===== src/rtl/spk_pkg.sv =====
`timescale 1ns / 1ps
// ----------------------------------------------------------------------------
// spk_pkg
// Shared types, constants and a word rotate helper for the Speck48/96 cipher core.
// ----------------------------------------------------------------------------
package spk_pkg;

  localparam int WordW      = 24;
  localparam int SchedSteps = 22;
  localparam int Rounds     = 23;

  typedef logic [WordW-1:0] word_t;

  // operation codes carried in tuser
  localparam logic KIND_ENC = 1'b0;
  localparam logic KIND_DEC = 1'b1;

  // one request in flight: block words plus its own copy of the key schedule
  typedef struct packed {
    logic  kind;
    word_t x;
    word_t y;
    word_t k;
    word_t l0;
    word_t l1;
    word_t l2;
  } spk_item_t;

  function automatic word_t rol(input word_t v, input int unsigned n);
    rol = (v << n) | (v >> (WordW - n));
  endfunction

endpackage


===== src/rtl/spk_rev_cell.sv =====
`timescale 1ns / 1ps
// ----------------------------------------------------------------------------
// spk_rev_cell
// Reverse cell: for a decrypt request, one decryption round with the current round key; then,
// except in the last cell, one key schedule step undone. The first cell also runs the last encrypt round.
// ----------------------------------------------------------------------------
module spk_rev_cell
  import spk_pkg::*;
#(
  parameter int STEP  = 0,
  parameter bit FIRST = 1'b0,
  parameter bit LAST  = 1'b0
) (
  input  logic      clk,
  input  logic      rst,
  input  logic      en,
  input  logic      in_valid,
  input  spk_item_t in_item,
  output logic      out_valid,
  output spk_item_t out_item
);

  word_t     ex;
  word_t     dy;
  word_t     k_prev;
  spk_item_t item_next;

  always_comb begin
    ex     = (rol(in_item.x, 16) + in_item.y) ^ in_item.k;
    dy     = rol(in_item.y ^ in_item.x, 21);
    k_prev = rol(in_item.k ^ in_item.l2, 21);

    item_next = in_item;
    if (in_item.kind == KIND_DEC) begin
      item_next.y = dy;
      item_next.x = rol((in_item.x ^ in_item.k) - dy, 8);
    end else if (FIRST) begin
      item_next.x = ex;
      item_next.y = rol(in_item.y, 3) ^ ex;
    end

    // undo schedule step: l2 holds the word that step produced
    if (!LAST) begin
      item_next.k  = k_prev;
      item_next.l0 = rol((in_item.l2 ^ word_t'(STEP)) - k_prev, 8);
      item_next.l1 = in_item.l0;
      item_next.l2 = in_item.l1;
    end
  end

  always_ff @(posedge clk) begin
    if (rst) begin
      out_valid <= 1'b0;
    end else if (en) begin
      out_valid <= in_valid;
    end
  end

  always_ff @(posedge clk) begin
    if (en) begin
      out_item <= item_next;
    end
  end

endmodule


===== config.mk =====
export PLATFORM = sky130hd
export DESIGN_NAME = spk_rev_cell
export DESIGN_NICKNAME = d
export VERILOG_FILES = /design/src/rtl/spk_pkg.sv /design/src/rtl/spk_rev_cell.sv
export SDC_FILE = /design/constraint.sdc
export NUM_CORES = 1
export LEC_CHECK = 0
export BUFFER_PORTS_ARGS = -buffer_cell sky130_fd_sc_hd__buf_4
export CORE_MARGIN = 1.5
export CORE_UTILIZATION = 30
export DETAILED_ROUTE_END_ITERATION = 8
export GPL_TIMING_DRIVEN = 0
export SLEW_MARGIN = 10
export SYNTH_ARGS = -nofsm -noshare
export SYNTH_HDL_FRONTEND = slang
export SYNTH_SLANG_ARGS = --single-unit
export TNS_END_PERCENT = 5

===== constraint.sdc =====
create_clock -name clk -period 7.95 [get_ports clk]
set_input_delay 1.59 -clock clk [delete_from_list [all_inputs] [get_ports clk]]
set_output_delay 1.59 -clock clk [all_outputs]
set_load 0.1 [all_outputs]

==> run summary <==
In this run, post-CTS repair resized a total of 0 instances. Once detail routing completed, the nets flagged for antenna violations numbered 0. The power share of the clock group is 25.8%. The area share of xor/xnor cells in the synthesized design came out at 12.68%. The first detailed-routing pass ran for 4 iterations. The largest net degree at the start of global routing is 101. The transition time at the pin with the least slew margin came out at 0.8396 ns.

In the synthesized netlist the dominant register cell turns out to be edfxtp_1. The worst-path maximum fanout is 7. The clock root buffer is clkbuf_16. The worst path uses 55.37% of the clock period. The total nets after synthesis came out at 863. The initial antenna violation count is 2. The post-synthesis to final-layout area growth is 40.07%. The post-synthesis cell area is 0.008073 mm^2. For this block, the initial DRC count from the detailed router was 355. The family with the most delay on the worst path is compound AO/OA/AOI/OAI gates. In the synthesized netlist, mux cells make up 2.185% of the area. The die footprint came out at 0.02790 mm^2. The analysis attributes to net switching a power of 1.431 mW. The clock slew seen by the registers of the worst setup and hold paths came out at 0.07 ns. The synthesized-area fraction occupied by ao, oa, aoi and oai cells came out at 13.03%. The worst setup path is captured at a flip-flop. Once the clock tree was built, the setup fixing pass inserted 0 buffers.

The distinct cell type count of the synthesized netlist came out at 62. The internal power of the cells totals 1.805 mW. The number of remaining DRC errors is 0. The via count of the first global-routing pass came out at 6259. The global-route wire length before repair came out at 37770 um. By startpoint and endpoint, the worst setup path is classified as in2reg. The floorplan step set the die height to 167.0 um. The synthesized design contains 145 enable-type register cells. For this design, the sink count on the clock tree is 146. The core footprint came out at 0.02621 mm^2. The last weighted congestion value of the routability-driven placer came out at 0.8462. In this run the worst hold path is classified as reg2reg. The maximum frequency from static timing analysis is 0.2272 GHz. After Yosys synthesis, and, or, nand and nor cells account for 7.719% of the synthesized area.

The number of warnings reported in the yosys synthesis log is 0. Counting flops and latches in the post-synthesis netlist gives 146. For this run, the post-layout net count is 1174. The flow ran to the end, and the final reports show no timing, DRC or antenna violations.

The final max-slew violation count is 0. The residual overflow from global routing is 0. The peak supply drop is 0.1146 mV. For the worst setup path, the data required time is 8.13 ns. Input and output buffers added on the ports amount to 291. Among all stages on the critical path, the largest delay is contributed by o311a_2. The count of boundary I/O pins is 295. The TritonCTS buffer count is 17. The worst path in the final design needs a cycle of 4.402 ns, including I/O delays and setup. In the final routed layout, each cell accounts on average for 19.47 um. The hold violation total from the final report is 0.

The ratio of cells with drive above 1 in the final layout came out at 35.38%. The aggregate global-route resource usage is 18.36%. Timing analysis after detailed placement gives a worst setup slack of 3.155 ns.

Setup repair after global routing left no endpoint under its margin. By area, the combinational part of the netlist is dominated by compound AO/OA/AOI/OAI gates. The portion of total power attributed to sequential cells came out at 30.8%. The total via count in the routed design is 6401. The sequential-to-total area share from yosys stat is 54.18%.

From left edge to right edge, the die measures 167.0 um. The detailed-placement wirelength estimate is 20720 um. The count of buffering cells on the critical path with inverters included came out at 1.

The kind of launch point of the worst setup path is an input pin. For this configuration, the core starts out at a cell density of 30.80%. The H-tree was split into 4 levels. The critical path arrival came out at 4.58 ns. For this run, asynchronously set or reset flops after synthesis account for 0%. The leakage power is 4.845 nW. The per-cell via count in the routed design came out at 4.809. The total negative slack is 0 ns. The power share of the combinational group is 43.4%. The clock skew came out at 0 ns. The max-capacitance violation count is 0. The final setup slack of the worst path is 3.548 ns. The critical path's largest stage delay came out at 0.47 ns. The synthesized area divided by synthesized cell count is 12.03 um^2. The count of hold buffers inserted by post-cts repair is 0. The floorplan row count came out at 59. The longest clock path from root to sink contains 2 buffers. The arithmetic-cell share of the synthesized area counting full adders, half adders and majority gates is 7.362%. Setup violations remaining at the end of the flow were counted as 0.

The total power density per cell area is 286.2 mW/mm^2. Walking the worst path, the cells encountered are clkbuf_1, xor2_1, ha_1, fa_1, nand2b_1, maj3_1, a31oi_2, o311a_2, o31ai_4, a22o_1, nor4_1, a311o_1. The relative slew slack came out at 44.02%.

TritonCTS built the clock tree. The instance count of the mapped netlist came out at 671. The clock latency on the worst-skew pair is 0.43 ns. The total length of routed wires came out at 25920 um. Net switching is 44.23% of the power.
-- worst min-delay path: stages (launching register included) --
cell and delay [ns]:
dfxtp_1 0.33, mux2i_1 0.06, nor2_1 0.08
-- registers in the layout, summed over array words and instances (netlist names) --
name	cells
out_item	145
out_valid	1
-- synth_stat cells (all sizes together), types with 3 or more instances --
cell | n | area [um^2]
nor3 | 5 | 25.02
and4 | 3 | 26.28
a221o | 3 | 30.03
mux2i | 3 | 30.03
a21oi | 68 | 340.3
nor2 | 41 | 153.9
a31oi | 8 | 62.56
inv | 44 | 165.2
mux2 | 13 | 146.4
maj3 | 4 | 41.29
and3 | 5 | 31.28
edfxtp | 145 | 4354
a21o | 19 | 142.6
nand3 | 5 | 25.02
nand3b | 3 | 22.52
buf | 8 | 33.79
nand2 | 30 | 112.6
o21bai | 5 | 41.29
nor3b | 3 | 22.52
or3 | 3 | 18.77
nor2b | 9 | 56.30
nand2b | 6 | 37.54
o21a | 7 | 52.55
o21ai | 24 | 120.1
xor2 | 55 | 481.7
a31o | 3 | 26.28
nand4 | 4 | 25.02
xnor2 | 58 | 541.8
o31ai | 5 | 51.30
ha | 41 | 513.0
clkbuf | 8 | 30.03
-- routing by layer --
metal	global-route usage, %	share of wire [%]	vias up
met5	0	0.050	-
met4	6.285	2.0	2
met3	5.632	8.8	26
met2	29.65	46	298
met1	23.29	44	2994
li1	-	-	3081
-- stage by stage --
| stage | power [mW] | utilization (%) | area (um^2) | hold WS, ns | cells |
|---|---|---|---|---|---|
| after floorplan | 2.063 | - | 8073 | 0.9705 | 671 |
| after global placement | 2.411 | 40.74 | 10680 | 0.4770 | 1297 |
| after detailed placement | 2.415 | 40.87 | 10710 | 0.4921 | 1298 |
| after CTS | 3.270 | 43.14 | 11300 | 0.5097 | 1330 |
| after global routing | 3.364 | 43.14 | 11300 | 0.5470 | 1330 |
| final | 3.236 | 43.15 | 11310 | 0.5036 | 1331 |
-- power by group through the flow --
stage | combinational (mW) | clock (mW) | sequential (mW)
after floorplan | 0.359 | 0 | 1.70
final | 1.40 | 0.835 | 0.998
after global placement | 1.39 | 0 | 1.02
after detailed placement | 1.40 | 0 | 1.01
after CTS | 1.41 | 0.865 | 0.999
after global routing | 1.47 | 0.891 | 1.01
-- path summary, 6_finish.rpt --
kind	slack (ns)	depth (start not counted)	startpoint	end
worst min-delay path	0.50	2	out_valid	out_valid
worst max-delay path	3.55	12	in_item[3]	out_item[54]
worst min register to register	0.50	2	out_valid	out_valid
worst max register to register	7.37	2	out_valid	out_valid
-- cell type report --
cell class,count,area (um^2)
Multi-Input combinational cell,465,3470
Fill cell,2542,14900
Clock inverter,15,167.7
Inverter,44,165.2
Timing Repair Buffer,292,2220
Clock buffer,17,425.4
Antenna cell,1,2.502
Buffer,16,63.81
Tap cell,335,419.2
Sequential cell,146,4374
-- cells in the final DEF (no fill, tap or decap), drive strengths merged, types with 7 or more instances in the layout --
cell,synthesis,layout
a21o,19,19
a21oi,68,68
a31oi,8,8
buf,8,300
clkbuf,8,25
edfxtp,145,145
ha,41,41
inv,44,52
mux2,13,13
nand2,30,30
nor2,41,41
nor2b,9,9
o21a,7,7
o21ai,24,24
xnor2,58,58
xor2,55,55
-- cell families after synthesis --
family                   Yosys count
multiplexers                      16
adder cells (fa/ha/maj)           47
AO/OA/AOI/OAI                    163
buffers and inverters             60
XOR/XNOR                         113
AND/OR/NAND/NOR                  126
flip-flops                       146
Power figures use the tool's default switching activity.
