File: src/rtl/spk_pkg.sv
`timescale 1ns / 1ps
// ----------------------------------------------------------------------------
// spk_pkg
// Shared types, constants and a word rotate helper for the Speck48/96 cipher core.
// ----------------------------------------------------------------------------
package spk_pkg;

  localparam int WordW      = 24;
  localparam int SchedSteps = 22;
  localparam int Rounds     = 23;

  typedef logic [WordW-1:0] word_t;

  // operation codes carried in tuser
  localparam logic KIND_ENC = 1'b0;
  localparam logic KIND_DEC = 1'b1;

  // one request in flight: block words plus its own copy of the key schedule
  typedef struct packed {
    logic  kind;
    word_t x;
    word_t y;
    word_t k;
    word_t l0;
    word_t l1;
    word_t l2;
  } spk_item_t;

  function automatic word_t rol(input word_t v, input int unsigned n);
    rol = (v << n) | (v >> (WordW - n));
  endfunction

endpackage

File: src/rtl/spk_fwd_cell.sv
`timescale 1ns / 1ps
// ----------------------------------------------------------------------------
// spk_fwd_cell
// Forward cell: one key schedule step, plus one encryption round when the
// request is an encrypt.
// ----------------------------------------------------------------------------
module spk_fwd_cell
  import spk_pkg::*;
#(
  parameter int STEP = 0
) (
  input  logic      clk,
  input  logic      rst,
  input  logic      en,
  input  logic      in_valid,
  input  spk_item_t in_item,
  output logic      out_valid,
  output spk_item_t out_item
);

  word_t     fresh;
  word_t     rx;
  spk_item_t item_next;

  always_comb begin
    fresh = (rol(in_item.l0, 16) + in_item.k) ^ word_t'(STEP);
    rx    = (rol(in_item.x, 16) + in_item.y) ^ in_item.k;

    item_next    = in_item;
    item_next.k  = rol(in_item.k, 3) ^ fresh;
    item_next.l0 = in_item.l1;
    item_next.l1 = in_item.l2;
    item_next.l2 = fresh;
    if (in_item.kind == KIND_ENC) begin
      item_next.x = rx;
      item_next.y = rol(in_item.y, 3) ^ rx;
    end
  end

  always_ff @(posedge clk) begin
    if (rst) begin
      out_valid <= 1'b0;
    end else if (en) begin
      out_valid <= in_valid;
    end
  end

  always_ff @(posedge clk) begin
    if (en) begin
      out_item <= item_next;
    end
  end

endmodule

File: config.mk
export PLATFORM = sky130hd
export DESIGN_NAME = spk_fwd_cell
export DESIGN_NICKNAME = d
export VERILOG_FILES = /design/src/rtl/spk_pkg.sv /design/src/rtl/spk_fwd_cell.sv
export SDC_FILE = /design/constraint.sdc
export NUM_CORES = 1
export LEC_CHECK = 0
export BUFFER_PORTS_ARGS = -buffer_cell sky130_fd_sc_hd__buf_4
export CAP_MARGIN = 20
export CORE_ASPECT_RATIO = 1.25
export CORE_MARGIN = 5
export CORE_UTILIZATION = 35
export CTS_CLUSTER_DIAMETER = 60
export DETAILED_ROUTE_END_ITERATION = 10
export PLACE_DENSITY_LB_ADDON = 0.12
export SYNTH_ARGS = -nofsm -noshare
export SYNTH_HDL_FRONTEND = slang
export SYNTH_SLANG_ARGS = --single-unit
File: constraint.sdc
create_clock -name clk -period 2.9 [get_ports clk]
set_input_delay 0.29 -clock clk [delete_from_list [all_inputs] [get_ports clk]]
set_output_delay 0.29 -clock clk [all_outputs]
set_load 0.005 [all_outputs]
==> results.md, run 1 <==
* DP Worst Slack at -167 ps
* Worst Path Class, Setup: input pin to register
* Clk buf depth at 2
* Post-CTS setup buffer count at 0
* First-pass GRT wire length at 38,800 um
* CTS Buf Count at 17
* Antenna-violating nets left at 0
* Worst-Skew Late Latency at 430 ps
* Worst Skew at 0 ps
* Worst R2R Setup Slack at 2300 ps
* Clock power frac at 0.356
* Vias after detailed routing at 6,367
* Compound-cell area share of the yosys netlist at 0.124
* Syn Nets at 852
* Total gr overflow at 0
* Critical Path AT at 2800 ps
* Slew HR at 0.642
* Post-Synth Adder-Cell Area at 0.0757
* Worst hold slack at 28.9 ps
* Initial antenna violation count at 0
* Number of synthesized flops with an enable pin at 145
* CTS H-tree depth at 4
* # hold bufs at CTS at 1
* Post-synthesis mux area share at 0.0315
* FF+latch count, synth at 146
* Multi-input gate area at 3630 sq um
* Count of final hold-check violations at 0
* Filler cells at 2,115
* Area of the mapped netlist at 8130 sq um
* Simple-Gate Fraction of Synth Area at 0.0752
* Clock root buffer: clkbuf_16
* P_sw at 1820 uW
* Die H at 180 um
* Startpoint types: input pin
* IO buf count at 294
* Gate Count Post-Synth at 655
* Vias in the first global route at 6,545
* I/O pins at 295
* Peak supply drop at 414 uV
* Routed WL per cell at 20.3 um
* Final setup TNS at 0 ps
* Post-synth top area cell: edfxtp_1
* # rows at 62
* Synth warn at 0
* Synth top area share at 0.535
* Gpl congestion at 0.869
* P per Cell Area at 613 nW/um^2
* Post-Route Utilization at 0.503
* Largest cells by area after synthesis: edfxtp_1 (54%), ha_1 (7.1%), xnor2_1 (6.7%), xor2_1 (4.4%), mux2_2 (2.9%)
* PnR Total Power at 7070 uW
* Die width at 146 um
* Tot GR Track Use at 0.193
* Max Cap Violations at 0
* Core ar. at 23,000 sq um
* Final setup violation count at 0
* Final-stage net count at 1,176
* Final period util at 0.905
* Crit. End Element: register
* DRC Markers at 0
* Final Max Tran Viols at 0
* Combinational group share of total power at 0.253
* Sink Count at 146
* Diodes inserted at 0
* Detailed Route Iter0 Violations at 265
* Largest family of logic cells by synthesized area: XOR/XNOR gates
* Drt pass-1 iters at 4
* Ys async rst share at 0
* Leak at 0.00505 uW
* Flop pwr share at 0.390
* Vias per cell at 4.97
* Sequential area share after synthesis at 0.538
* RSZ-0062 raised after global routing: no
* Share of cells above drive strength 1 at 0.384
* Crit path required time at 3080 ps
* Final WL at 26,000 um
* Clock transition at path regs at 60 ps
* Internal power at 5250 uW
* Worst-Margin Slew at 537 ps
* Largest net degree at the start of global routing at 68
* Final min period at 2620 ps
* Worst-path fanout max at 2
* Die ar. at 26,400 sq um
* Synth Area in XOR/XNOR at 0.139
* Status: complete, no violations
* Seq. cell area at 4370 sq um
* CTS tree: yes
* Fmax at 0.381 GHz
* Hold crit path type: input pin to register
* Post_cts resized at 0
* Syn Area/Cell at 12.4 sq um
* Hpwl dp at 21,000 um
* Layout area overhead at 41.9%
* Starting Density at 0.354
* Post-synth top flop: edfxtp_1
* Synth cell types at 51
* Setup WS post-layout at 276 ps
* Sw frac at 0.257
[registers in the layout, summed over array words and instances (netlist names)]
name       flops
out_item     145
out_valid      1
[routing by layer]
layer	up-vias	global-route usage	part of all wire
met3	39	0.0606	0.075
li1	3090	-	-
met2	251	0.331	0.49
met1	2987	0.229	0.41
met5	-	0	0
met4	0	0.0685	0.027
[cell usage after synthesis, types with 13 or more instances]
cell type	instances
edfxtp_1	145
ha_1	46
clkbuf_1	17
xnor2_1	62
xor2_1	41
o21ai_0	46
mux2_2	21
nor2_1	21
inv_1	16
a21oi_1	43
nand2_1	53
a21o_1	31
nand3_1	13
[layout by cell type (no fill, tap or decap), types with 5 or more instances in the layout]
cell type    n
inv_1       16
nand4_1      6
a211oi_1     7
a21o_1      31
ha_1        46
xnor3_1      6
clkbuf_16   17
nor3_1       7
xor2_1      41
xnor2_1     62
nor2_1      21
nand2b_1     5
o21ai_0     46
nand2_1     53
bufinv_16    6
and2_1       5
buf_4      321
a21oi_1     43
mux2_2      21
nand3_1     13
edfxtp_1   145
a31oi_1      5
[path summary, 6_finish.rpt]
path / from / to / cells past startpoint
setup / recovery: in_item[96] / out_item[142] / 11
hold / removal: in_item[7] / out_item[31] / 1
setup reg to reg: out_valid / out_valid / 2
hold reg to reg: out_valid / out_valid / 2
[per-stage QoR]
step	std cells	cell area, sq um
after floorplan	655	8130
after global placement	1247	10900
after detailed placement	1247	10900
after CTS	1280	11500
after global routing	1280	11500
final	1280	11500
[power by group through the flow]
stage	Clock (uW)	Combinational, uW	Sequential (uW)
floorplan	0	827	2830
global placement	0	1800	2800
detailed placement	0	1810	2800
CTS	2580	1820	2760
global route	2680	1960	2780
finish	2520	1790	2760
[kinds of logic after synthesis]
| family | Yosys count |
|---|---|
| mux | 23 |
| buf+inv | 35 |
| simple gates | 130 |
| flops | 146 |
| compound gates | 160 |
| fa+ha+maj | 48 |
| xor+xnor | 113 |
[layout make-up]
cell class | count | area share
tap | 288 | 0.0312
sequential | 146 | 0.379
multi-input combinational | 474 | 0.314
timing repair buffer | 324 | 0.212
clock buffer | 20 | 0.0378
inverter | 16 | 0.00520
clock inverter | 12 | 0.0201
[worst max-delay path, stage by stage]
cell and delay, ps:
buf_4 110, ha_1 230, fa_1 400, a21o_1 190, a221o_1 340, a311oi_2 330, or2_2 190, o21ai_2 100
a211oi_4 270, xnor2_1 100, mux2_2 260
(Power assumes the default switching activity.)
==> run 2, diff against run 1 <==
--- a/config.mk
+++ b/config.mk
@@ -12,6 +12,7 @@
 export CORE_UTILIZATION = 35
 export CTS_CLUSTER_DIAMETER = 60
 export DETAILED_ROUTE_END_ITERATION = 10
+export GPL_TIMING_DRIVEN = 0
 export PLACE_DENSITY_LB_ADDON = 0.12
 export SYNTH_ARGS = -nofsm -noshare
 export SYNTH_HDL_FRONTEND = slang
==> results.md, run 2 (synthesis results as in run 1) <==
* Max reg flops at 145 (unchanged)
* Final-stage net count at 1,167 (was 1,176)
* Final min period at 2830 ps (was 2620 ps)
* Gpl congestion at 0.839 (was 0.869)
* Flop pwr share at 0.415 (was 0.390)
* Critical Path AT at 3090 ps (was 2800 ps)
* Worst Skew at 0 ps (unchanged)
* Worst-Skew Late Latency at 420 ps (was 430 ps)
* Share of cells above drive strength 1 at 0.362 (was 0.384)
* Largest net degree at the start of global routing at 93 (was 68)
* Commonest non-fill, non-tap cell in the layout: buf_4 (unchanged)
* Vias per cell at 4.92 (was 4.97)
* Sink Count at 146 (unchanged)
* Clock transition at path regs at 60 ps (about the same)
* Post-Route Utilization at 0.493 (was 0.503)
* Crit path required time at 3170 ps (was 3080 ps)
* Worst-path fanout max at 4 (was 2)
* RSZ-0062 raised after global routing: no (unchanged)
* Count of final hold-check violations at 0 (unchanged)
* Clock root buffer: clkbuf_16 (unchanged)
* Worst hold slack at 40.6 ps (was 28.9 ps)
* Layout area overhead at 39.1% (was 41.9%)
* Slew HR at 0.510 (was 0.642)
* Detailed Route Iter0 Violations at 239 (was 265)
* Starting Density at 0.354 (unchanged)
* Peak supply drop at 406 uV (was 414 uV)
* P per Cell Area at 587 nW/um^2 (was 613 nW/um^2)
* # rows at 62 (unchanged)
* Startpoint types: input pin (unchanged)
* IO buf count at 293 (was 294)
* Leak at 0.00490 uW (was 0.00505 uW)
* Status: complete, no violations (unchanged)
* Max Cap Violations at 0 (unchanged)
* Final setup violation count at 0 (unchanged)
* Vias in the first global route at 6,514 (was 6,545)
* Worst-Margin Slew at 735 ps (was 537 ps)
* Vias after detailed routing at 6,254 (was 6,367)
* # placed instances at 1,237 (was 1,247)
* Routed WL per cell at 20.2 um (was 20.3 um)
* Fmax at 0.354 GHz (was 0.381 GHz)
* Internal power at 4850 uW (was 5250 uW)
* Clk buf depth at 2 (unchanged)
* Worst Reg-to-Reg Cells at 2 (unchanged)
* Total gr overflow at 0 (unchanged)
* I/O pins at 295 (unchanged)
* Sw frac at 0.270 (was 0.257)
* Commonest non-fill, non-tap cells in the layout: buf_4 (293), edfxtp_1 (145), xnor2_1 (62), nand2_1 (53) (was buf_4 (321), edfxtp_1 (145), xnor2_1 (62), nand2_1 (53))
* Hold path cells at 1 (unchanged)
* Antenna-violating nets left at 0 (unchanged)
* Combinational group share of total power at 0.265 (was 0.253)
* Hpwl dp at 20,700 um (was 21,000 um)
* Final period util at 0.974 (was 0.905)
* Initial antenna violation count at 1 (was 0)
* First-pass GRT wire length at 38,200 um (was 38,800 um)
* CTS tree: yes (unchanged)
* Final Instance Count excl. Fillers at 1,270 (was 1,280)
* Tot GR Track Use at 0.190 (was 0.193)
* Diodes inserted at 0 (unchanged)
* P_sw at 1790 uW (was 1820 uW)
* Die ar. at 26,400 sq um (unchanged)
* Final setup TNS at 0 ps (unchanged)
* Core ar. at 23,000 sq um (unchanged)
* Most flop-heavy register: out_item (unchanged)
* Die H at 180 um (unchanged)
* Worst Path Class, Setup: input pin to register (unchanged)
* Clock power frac at 0.320 (was 0.356)
* CTS Buf Count at 17 (unchanged)
* CTS H-tree depth at 4 (unchanged)
* Crit. End Element: register (unchanged)
* DRC Markers at 0 (unchanged)
* Drt pass-1 iters at 4 (unchanged)
* Die width at 146 um (unchanged)
* Hold crit path type: input pin to register (unchanged)
* Final WL at 25,700 um (was 26,000 um)
* Top Registers: out_item x145, out_valid x1 (unchanged)
* Final Max Tran Viols at 0 (unchanged)
## run 2: changes by cell type in the layout (fill, tap and decap cells not counted), moves of 2 or more
cell | before | now
buf_4 | 321 | 293
bufinv_16 | 6 | 2
clkbuf_1 | 3 | 17
clkinv_1 | 0 | 2
clkinv_2 | 0 | 4
## run 2: critical path, cell delays in order
cell and delay (ps):
buf_4 130, ha_1 220, fa_1 400, a21o_1 200
a221o_1 390, a311oi_2 370, or2_2 200, o21ai_2 100
a211oi_4 280, xor3_1 360, o21ai_1 140
## run 2: worst paths after layout
path	startpoint	endpoint	slack (ps)
setup / recovery	in_item[96]	out_item[118]	70
hold / removal	in_item[45]	out_item[69]	40
setup reg to reg	out_valid	out_valid	2310
hold reg to reg	out_valid	out_valid	510
## run 2: power by group through the flow
stage               registers (uW)  logic [uW]  clock network (uW)
floorplan                     2830         827                   0
global placement              2800        1760                   0
detailed placement            2800        1770                   0
CTS                           2760        1780                2200
global route                  2780        1920                2310
finish                        2760        1760                2130
## run 2: routing by layer
metal  vias up  GRT usage  part of all wire
li1       3062          -                 -
met1      2934      0.209              0.39
met2       231      0.343              0.51
met3        25     0.0679             0.077
met4         2     0.0614             0.022
met5         -          0           0.00051
## run 2: timing repair
item / in CTS / in global routing
setup buffers: 0 / 1
endpoints found under the setup margin: 0 / 4
hold buffers: 1 / 0
endpoints found under the hold margin: 1 / 0
gates resized for setup: 0 / 1
## run 2: stage by stage
| step | area, sq um | worst slack (ps) | power [uW] |
|---|---|---|---|
| finish | 11300 | 74.3 | 6640 |
| global route | 11300 | 34.2 | 7010 |
| CTS | 11300 | 62.4 | 6750 |
| detailed placement | 10700 | -382 | 4570 |
| global placement | 10700 | -389 | 4550 |
| floorplan | 8130 | 108 | 3660 |
## run 2: area by class of cell
class / instances / area, sq um
inverter: 16 / 60.1
buffer: 19 / 72.6
sequential: 146 / 4370
clock inverter: 14 / 139
timing repair buffer: 296 / 2250
tap: 288 / 360
fill: 2099 / 11600
clock buffer: 17 / 425
multi-input combinational: 474 / 3630
==> run 3, diff against run 2 <==
--- a/config.mk
+++ b/config.mk
@@ -13,7 +13,7 @@
 export CTS_CLUSTER_DIAMETER = 60
 export DETAILED_ROUTE_END_ITERATION = 10
 export GPL_TIMING_DRIVEN = 0
-export PLACE_DENSITY_LB_ADDON = 0.12
+export PLACE_DENSITY = 0.65
 export SYNTH_ARGS = -nofsm -noshare
 export SYNTH_HDL_FRONTEND = slang
 export SYNTH_SLANG_ARGS = --single-unit
==> results.md, run 3 (synthesis results as in run 1) <==
* Worst-path fanout max at 4 (unchanged)
* Detailed Route Iter0 Violations at 297 (was 239)
* Vias in the first global route at 6,662 (was 6,514)
* Clock transition at path regs at 70 ps (was 60 ps)
* # rows at 62 (unchanged)
* Final setup TNS at 0 ps (unchanged)
* Hold crit path type: input pin to register (unchanged)
* Filler cells at 2,065 (was 2,099)
* Vias per cell at 5.04 (was 4.92)
* Tot GR Track Use at 0.187 (was 0.190)
* Worst-Skew Late Latency at 420 ps (about the same)
* Core ar. at 23,000 sq um (unchanged)
* Drt pass-1 iters at 6 (was 4)
* Largest net degree at the start of global routing at 92 (was 93)
* Top Registers: out_item x145, out_valid x1 (unchanged)
* Clk buf depth at 2 (unchanged)
* Commonest non-fill, non-tap cell in the layout: buf_4 (unchanged)
* Die width at 146 um (unchanged)
* P per Cell Area at 589 nW/um^2 (was 587 nW/um^2)
* I/O pins at 295 (unchanged)
* Diodes inserted at 0 (unchanged)
* CTS tree: yes (unchanged)
* Share of cells above drive strength 1 at 0.364 (was 0.362)
* RSZ-0062 raised after global routing: no (unchanged)
* Final WL at 25,200 um (was 25,700 um)
* Most flop-heavy register: out_item (unchanged)
* Final period util at 0.948 (was 0.974)
* First-pass GRT wire length at 37,700 um (was 38,200 um)
* Antenna-violating nets left at 0 (unchanged)
* Count of final hold-check violations at 0 (unchanged)
* Critical Path AT at 3030 ps (was 3090 ps)
* Hpwl dp at 20,400 um (was 20,700 um)
* Starting Density at 0.354 (unchanged)
* Seq. cell area at 4370 sq um (unchanged)
* Layout area overhead at 39.2% (was 39.1%)
* Max Cap Violations at 0 (unchanged)
* Worst hold slack at 35.2 ps (was 40.6 ps)
* Routed WL per cell at 19.9 um (was 20.2 um)
* Initial antenna violation count at 0 (was 1)
* Max reg flops at 145 (unchanged)
* Crit. End Element: register (unchanged)
* Final min period at 2750 ps (was 2830 ps)
* Clock root buffer: clkbuf_16 (unchanged)
* Die H at 180 um (unchanged)
* Commonest non-fill, non-tap cells in the layout: buf_4 (293), edfxtp_1 (145), xnor2_1 (62), nand2_1 (53) (unchanged)
* Leak at 0.00489 uW (was 0.00490 uW)
* Worst-Margin Slew at 673 ps (was 735 ps)
* Peak supply drop at 398 uV (was 406 uV)
* Die ar. at 26,400 sq um (unchanged)
* Multi-input gate area at 3630 sq um (unchanged)
* Total gr overflow at 0 (unchanged)
* Worst Skew at 0 ps (unchanged)
* Final-stage net count at 1,167 (unchanged)
* # placed instances at 1,237 (unchanged)
* Final Instance Count excl. Fillers at 1,271 (was 1,270)
* CTS Buf Count at 17 (unchanged)
* Vias after detailed routing at 6,408 (was 6,254)
* Fmax at 0.364 GHz (was 0.354 GHz)
* Worst Path Class, Setup: input pin to register (unchanged)
* Crit path required time at 3180 ps (was 3170 ps)
* Final Max Tran Viols at 0 (unchanged)
* IO buf count at 293 (unchanged)
* DRC Markers at 0 (unchanged)
* Final setup violation count at 0 (unchanged)
* Startpoint types: input pin (unchanged)
* Gpl congestion at 0.867 (was 0.839)
* Sink Count at 146 (unchanged)
* CTS H-tree depth at 4 (unchanged)
* Slew HR at 0.548 (was 0.510)
* Status: complete, no violations (unchanged)
==> run 3: cell types whose count changed in the layout (fill, tap and decap cells not counted), sizes merged <==
cell | previous run | this run
clkinvlp | 1 | 4
clkinv | 9 | 4
inv | 18 | 22
bufinv | 2 | 1
==> run 3: worst max-delay path: stages <==
cell and delay, ps:
buf_4 130, ha_1 220, fa_1 400, a21o_1 200, a221o_1 380, a311oi_2 360, or2_2 200, o21ai_2 100
a211oi_4 270, xor3_1 350, o21ai_1 120
==> run 3: cell type report <==
type / count / area share
buffer: 19 / 0.00641
clock inverter: 15 / 0.0133
tap: 288 / 0.0318
clock buffer: 17 / 0.0376
timing repair buffer: 296 / 0.199
sequential: 146 / 0.386
inverter: 16 / 0.00530
multi-input combinational: 474 / 0.321
==> run 3: final timing paths <==
| check | start | to | slack, ps | cells past startpoint |
|---|---|---|---|---|
| worst max register to register | out_valid | out_valid | 2320 | 2 |
| worst max-delay path | in_item[96] | out_item[118] | 150 | 11 |
| worst min-delay path | in_item[35] | out_item[59] | 40 | 1 |
| worst min register to register | out_valid | out_valid | 500 | 2 |
==> run 3: layer usage <==
layer	part of all wire	routed length, um	up-vias	track usage
li1	-	-	3076	-
met1	0.38	9600	3056	0.203
met4	0.035	885	0	0.0791
met2	0.53	13300	228	0.343
met3	0.059	1480	48	0.0465
met5	0	0	-	0
==> run 3: timing repair <==
action | in CTS | in global routing
setup buffers | 0 | 1
hold buffers | 1 | 0
gates resized for setup | 0 | 1
hold endpoints to repair | 1 | 0
endpoints found under the setup margin | 0 | 4
==> run 3: power by group <==
group	switching, uW	internal [uW]	leakage [uW]	total, uW
clock network	948	1200	0.000272	2150
logic	845	913	0.00319	1760
registers	73.8	2680	0.00143	2750
==> run 3: per-stage QoR <==
| step | setup WS (ps) | utilization | area [sq um] | power [uW] |
|---|---|---|---|---|
| after global routing | 17.7 | 0.493 | 11300 | 7000 |
| after global placement | -404 | 0.466 | 10700 | 4540 |
| after floorplan | 108 | - | 8130 | 3660 |
| final | 152 | 0.493 | 11300 | 6660 |
| after CTS | 13.4 | 0.493 | 11300 | 6740 |
| after detailed placement | -433 | 0.467 | 10700 | 4570 |
